<file path="config.mk">
export PLATFORM = sky130hd
export DESIGN_NAME = ivot_ctrl
export DESIGN_NICKNAME = d
export VERILOG_FILES = /design/src/rtl/ivot_pkg.sv /design/src/rtl/ivot_ctrl.sv
export SDC_FILE = /design/constraint.sdc
export NUM_CORES = 1
export LEC_CHECK = 0
export ABC_AREA = 1
export BUFFER_PORTS_ARGS = -buffer_cell sky130_fd_sc_hd__buf_2
export CORE_AREA = 8 8 45 47
export DETAILED_ROUTE_END_ITERATION = 16
export DIE_AREA = 0 0 53 55
export SKIP_LAST_GASP = 1
export SLEW_MARGIN = 10
export SYNTH_ARGS = -nofsm -noshare
export SYNTH_HDL_FRONTEND = slang
export SYNTH_SLANG_ARGS = --single-unit
</file>
<file path="constraint.sdc">
create_clock -name clock -period 2.8 [get_ports clock]
set_clock_uncertainty 0.05 [all_clocks]
set_input_delay 0.42 -clock clock [delete_from_list [all_inputs] [get_ports clock]]
set_output_delay 0.42 -clock clock [all_outputs]
set_load 0.02 [all_outputs]
</file>
<file path="src/rtl/ivot_pkg.sv">
// shared types and codes for the interrupt vector owner table
`timescale 1ns / 1ps

package ivot_pkg;

   localparam logic [2:0] OP_ACQUIRE   = 3'd0;
   localparam logic [2:0] OP_LOCK      = 3'd1;
   localparam logic [2:0] OP_RELEASE   = 3'd2;
   localparam logic [2:0] OP_UPDATE    = 3'd3;
   localparam logic [2:0] OP_REL_OWNER = 3'd4;
   localparam logic [2:0] OP_QUERY     = 3'd5;

   localparam logic [2:0] STATUS_OK        = 3'd0;
   localparam logic [2:0] STATUS_BAD_ARG   = 3'd1;
   localparam logic [2:0] STATUS_OWNED     = 3'd2;
   localparam logic [2:0] STATUS_NOT_OWNED = 3'd3;
   localparam logic [2:0] STATUS_FULL      = 3'd4;

   typedef enum logic [2:0] {
      FIN_NONE,
      FIN_BAD,
      FIN_SINGLE,
      FIN_QUERY,
      FIN_GRANT,
      FIN_FULL,
      FIN_OWN
   } fin_type;

   typedef struct packed {
      logic    load;
      logic    idx_inc;
      logic    own_issue;
      logic    own_cmp;
      fin_type fin;
   } ctrl_cmd_type;

   typedef struct packed {
      logic [2:0] op;
      logic       arg_bad;
      logic       idx_last;
      logic       free_hit;
   } dp_status_type;

endpackage

</file>
<file path="src/rtl/ivot_ctrl.sv">
// request sequencer for the vector owner table
`timescale 1ns / 1ps

module ivot_ctrl (
   input  logic                    clock,
   input  logic                    reset,
   input  logic                    start,
   output logic                    busy,
   output logic                    rsp_strobe,
   output ivot_pkg::ctrl_cmd_type  cmd,
   input  ivot_pkg::dp_status_type st
);

   typedef enum logic [2:0] {
      S_IDLE,
      S_CHECK,
      S_QUERY,
      S_FREE,
      S_OWN,
      S_OWN_END
   } state_type;

   state_type state_ff, state_in;
   logic      rsp_strobe_ff;

   always_comb begin
      state_in      = state_ff;
      cmd.load      = 1'b0;
      cmd.idx_inc   = 1'b0;
      cmd.own_issue = 1'b0;
      cmd.own_cmp   = 1'b0;
      cmd.fin       = ivot_pkg::FIN_NONE;
      case (state_ff)
         S_IDLE: begin
            if (start) begin
               cmd.load = 1'b1;
               state_in = S_CHECK;
            end
         end
         S_CHECK: begin
            if (st.arg_bad) begin
               cmd.fin  = ivot_pkg::FIN_BAD;
               state_in = S_IDLE;
            end else begin
               case (st.op)
                  ivot_pkg::OP_ACQUIRE:   state_in = S_FREE;
                  ivot_pkg::OP_REL_OWNER: state_in = S_OWN;
                  ivot_pkg::OP_QUERY:     state_in = S_QUERY;
                  default: begin
                     cmd.fin  = ivot_pkg::FIN_SINGLE;
                     state_in = S_IDLE;
                  end
               endcase
            end
         end
         S_QUERY: begin
            cmd.fin  = ivot_pkg::FIN_QUERY;
            state_in = S_IDLE;
         end
         S_FREE: begin
            if (st.free_hit) begin
               cmd.fin  = ivot_pkg::FIN_GRANT;
               state_in = S_IDLE;
            end else if (st.idx_last) begin
               cmd.fin  = ivot_pkg::FIN_FULL;
               state_in = S_IDLE;
            end else begin
               cmd.idx_inc = 1'b1;
            end
         end
         S_OWN: begin
            cmd.own_issue = 1'b1;
            cmd.own_cmp   = 1'b1;
            cmd.idx_inc   = 1'b1;
            if (st.idx_last) begin
               state_in = S_OWN_END;
            end
         end
         S_OWN_END: begin
            cmd.own_cmp = 1'b1;
            cmd.fin     = ivot_pkg::FIN_OWN;
            state_in    = S_IDLE;
         end
         default: begin
            state_in = S_IDLE;
         end
      endcase
   end

   always_ff @(posedge clock) begin
      if (reset) begin
         state_ff      <= S_IDLE;
         rsp_strobe_ff <= 1'b0;
      end else begin
         state_ff      <= state_in;
         rsp_strobe_ff <= cmd.fin != ivot_pkg::FIN_NONE;
      end
   end

   assign busy       = state_ff != S_IDLE;
   assign rsp_strobe = rsp_strobe_ff;

   a_accept_busy: assert property (@(posedge clock) disable iff (reset)
      (start && !busy) |=> busy)
      else $error("accepted word did not raise busy");

   a_strobe_after_work: assert property (@(posedge clock) disable iff (reset)
      rsp_strobe |-> $past(state_ff != S_IDLE))
      else $error("result strobe without a request in progress");

   a_single_strobe: assert property (@(posedge clock) disable iff (reset)
      rsp_strobe |=> !rsp_strobe)
      else $error("two result strobes in a row");

endmodule

</file>
After elaboration in Yosys (flattened, before gate mapping). Cells that the tools add are included.

Register bits: 4. Bits of input ports: 9.

Equal/unequal tests: 10. Mux-type cells: 19. Reductions and logical operators: 7.

Operators with widths (number): one-hot mux 3 bit (4 select lines) (2); 2-to-1 mux 3 bit (7); == test 3 bit, second input constant (4); one-hot mux 3 bit (3 select lines) (1); == test 3 x 2 -> 1 bit, second input constant (2); logical NOT 3 bit (2); 2-to-1 mux 1 bit (6); nonzero test 3 bit (2); 2-to-1 mux 2 bit (2); inequality test 2 bit, second input constant (2); == test 3 x 1 -> 1 bit, second input constant (1); inequality test 3 bit, second input constant (1); AND reduction 3 bit (1); OR reduction 3 bit (1); one-hot mux 1 bit (2 select lines) (1); OR reduction 2 bit (1).

Logic depth before layout (Yosys ltp).
Depth after elaboration: 6. Mapped depth: 9. Gate-level depth less buffers: 9.

Worst setup path before layout. No wires, ideal clock.

Path kind: flip-flop to output port. From: register state_ff[0]. To: output cmd[6] (netlist name). Data arrival time: 1.025 ns. Data required time: 2.330 ns. Path slack: 1.305 ns. Stages on the path, launching flop included: 6. Cell sequence: dfxtp_1 -> inv_1 -> nand2_1 -> nor2_1 -> inv_1 -> nor2_1.

RTL lines: start, declared (RTL line ivot_ctrl.sv:23) `state_type state_ff, state_in;`; start signal, assigned (RTL line ivot_ctrl.sv:95) `state_ff <= state_in;`; end, declared (RTL line ivot_ctrl.sv:10) `output ivot_pkg::ctrl_cmd_type cmd,`.

==> results by group <==
Worst setup path
  – Setup CP Type: register to primary output
  – Worst path required time: 2.33 ns
  – CP max stage cell: dfxtp_1
  – Reg2Reg Setup Slack: 1.66 ns
  – CP endpoint kind: primary output
  – Critical R2R Launch: state_ff[2]
  – Crit path buf inv count: 2
  – Cells on worst reg2reg path: 7
  – Top delay family on crit path: flip-flops
  – WP data arrival: 1.21 ns
  – Peak fanout along the critical path: 7
  – R2R Path End: state_ff[0]
  – Worst path cell trace: inv_2 > nor2_2 > nand2_2 > nand2_1 > buf_2
  – Critical Path Max Stage Delay: 0.46 ns
  – Startpoint types: register

Yosys
  – Post-Syn Nets: 68
  – Gate count of the mapped netlist: 59
  – Mapped cell area: 317.8 µm²
  – Syn avg cell area: 5.387 µm²
  – Synth cell types: 13
  – Syn. warnings: 0
  – Post-synthesis register bit count: 4
  – Post-synthesis sequential area ratio: 25.20%

Detailed routing
  – DR iter-0 viols: 10
  – Routed Antenna Nets: 0
  – Wire length per cell: 9.011 µm
  – Vias per cell: 4.116
  – Post-detailed-routing wire length: 856 µm
  – DRC viols: 0
  – Total number of vias: 391
  – DR pass1 iterations: 4

Clocking
  – CTS buffer count: 3
  – Clock root buffer: clkbuf_4
  – CTS Hold Buffers Added: 0
  – CTS tree: built
  – Worst-path clk slew: 0.04 ns
  – H-tree depth: 1
  – Clock Sinks: 4
  – CTS resizes: 0
  – Clock latency on the worst-skew pair: 0.22 ns
  – Clock buffer depth: 2
  – Post-CTS setup buffers: 0

Pwr
  – Pwr dens: 410.1 mW/mm²
  – Switch share: 30.24%
  – Sequential power share: 34.9%
  – Switching pwr: 0.00005523 W
  – Leak pwr: 0.2798 nW
  – Internal: 0.0001274 W
  – Comb pwr share: 28.4%
  – Clock power frac: 36.8%
  – Total Power: 0.0001827 W
  – Max IR drop VDD: 0.1692 mV

Placement
  – Cell total after placement: 92
  – PortBufs: 17
  – Routability cong.: 0.7342
  – Dpl ws: 1.231 ns
  – Hpwl dp: 750.9 µm

Global route
  – Initial antenna violation count: 0
  – M1 GR Usage: 9.228%
  – Met3 usage: 2.139%
  – Overall routing resource usage: 6.383%
  – Routing usage on met2: 8.789%
  – Vias in the first global route: 373
  – Largest net degree at the start of global routing: 8
  – Wire length of the first global-routing pass: 1.469 mm
  – Grt ovf: 0
  – Layer with the highest usage: met1

STA
  – Slew margin rel.: 82.33%
  – Hold Violations, Final: 0
  – Final setup fails: 0
  – RSZ-0062 raised after global routing: false
  – Fin crit period: 1.675 ns
  – Worst Slack Setup Final: 1.125 ns
  – Max Freq: 0.5969 GHz
  – Max-slew violation count: 0
  – Worst slew pin tran: 0.2647 ns
  – Final Cycle Share: 59.83%
  – Setup_tns: 0 ns

Run status
  – Outcome: finished clean

Die
  – Initial Utilization: 22.97%
  – IO Pins: 18
  – Core footprint: 0.001384 mm²
  – Die Y: 55 µm
  – FP Rows: 14
  – Die area: 0.002915 mm²
  – Die width: 53 µm

Cells and area
  – Nets@finish: 90
  – Layout cells sized above 1: 34.18%
  – Cell Count, Final, Fillers Out: 95
  – Layout filler cell count: 154
  – Synth-to-Final Area Change: 40.16%
  – Ant. Diodes: 0

Min path
  – Hold Path End: state_ff[0]
  – Worst hold path type: input port to register
  – Worst Hold Launch: reset
  – Hold depth: 2

Flow run
  – MaxCap Viol Count: 0
[Yosys cell counts (all sizes together)]
| master | n | area [µm²] |
|---|---|---|
| a21o | 1 | 8.760 |
| a21oi | 4 | 20.02 |
| dfxtp | 4 | 80.08 |
| inv | 11 | 41.29 |
| nand2 | 15 | 61.31 |
| nand3 | 3 | 15.01 |
| nand3b | 1 | 7.510 |
| nor2 | 17 | 68.81 |
| nor3 | 1 | 5.000 |
| o21ai | 2 | 10.01 |
[how the worst max path moves through the flow]
stage,start,to,cells past startpoint
floorplan,state_ff[0],cmd[6],5
global placement,st[5],cmd[1],7
detailed placement,st[5],cmd[1],7
CTS,state_ff[1],cmd[1],6
global route,state_ff[1],cmd[1],6
finish,state_ff[2],cmd[5],5
[flip-flops by register name, summed over array words and instances, names as in the netlist]
register / cells
rsp_strobe: 1
state_ff: 3
[worst register-to-register path, stage by stage (launching register included)]
cell	delay, ns
dfxtp_1	0.46
inv_2	0.07
nor2_2	0.12
nand2_2	0.08
nand2_1	0.09
nand2_1	0.05
nand3_1	0.06
a21oi_1	0.06
[power groups by stage]
stage	Clock, W	Sequential [W]	Combinational (W)
2_1_floorplan	0	0.0000657	0.0000323
3_3_place_gp	0	0.0000646	0.0000523
3_5_place_dp	0	0.0000645	0.0000526
4_1_cts	0.0000691	0.0000637	0.0000528
5_1_grt	0.0000776	0.0000641	0.0000591
6_report	0.0000672	0.0000637	0.0000518
[final cells by class]
cell class                      count  area [µm²]  share of cell area, %
Sequential cell                     4       80.08                  17.98
Timing Repair Buffer               17       85.08                  19.10
Inverter                           11       41.29                  9.270
Tap cell                           16       20.02                  4.494
Clock buffer                        3       22.52                  5.056
Multi-Input combinational cell     44       196.4                  44.10
[per-layer routing]
| metal | up-vias | part of all wire (%) |
|---|---|---|
| met5 | - | 0 |
| met4 | 0 | 0 |
| met3 | 0 | 7.6 |
| met2 | 15 | 41 |
| met1 | 156 | 51 |
| li1 | 220 | - |
[cells in the final DEF, fill, tap and decap left out]
cell and n:
buf_2 17, nor2_1 15, nand2_1 13, inv_1 9, a21oi_1 4, dfxtp_1 4, nand3_1 3, clkbuf_4 3
inv_2 2, nor2_2 2, nand2_2 2, o21ai_0 2, nand3b_1 1, nor3_1 1, a21o_2 1
[per-stage QoR]
stage	cell area, µm²	hold slack [ns]	utilization, %
6_report	445.4	0.3490	32.19
4_1_cts	445.4	0.3467	32.19
2_1_floorplan	317.8	0.4391	-
3_3_place_gp	422.9	0.5810	30.56
5_1_grt	445.4	0.3684	32.19
3_5_place_dp	422.9	0.5799	30.56
[kinds of logic after synthesis]
group / count (synthesis) / share of synthesized area (%)
and+or+nand+nor: 37 / 49.60
buffers and inverters: 11 / 12.99
DFF: 4 / 25.20
AOI/OAI and AO/OA: 7 / 12.21
Power figures use the tool's default switching activity.
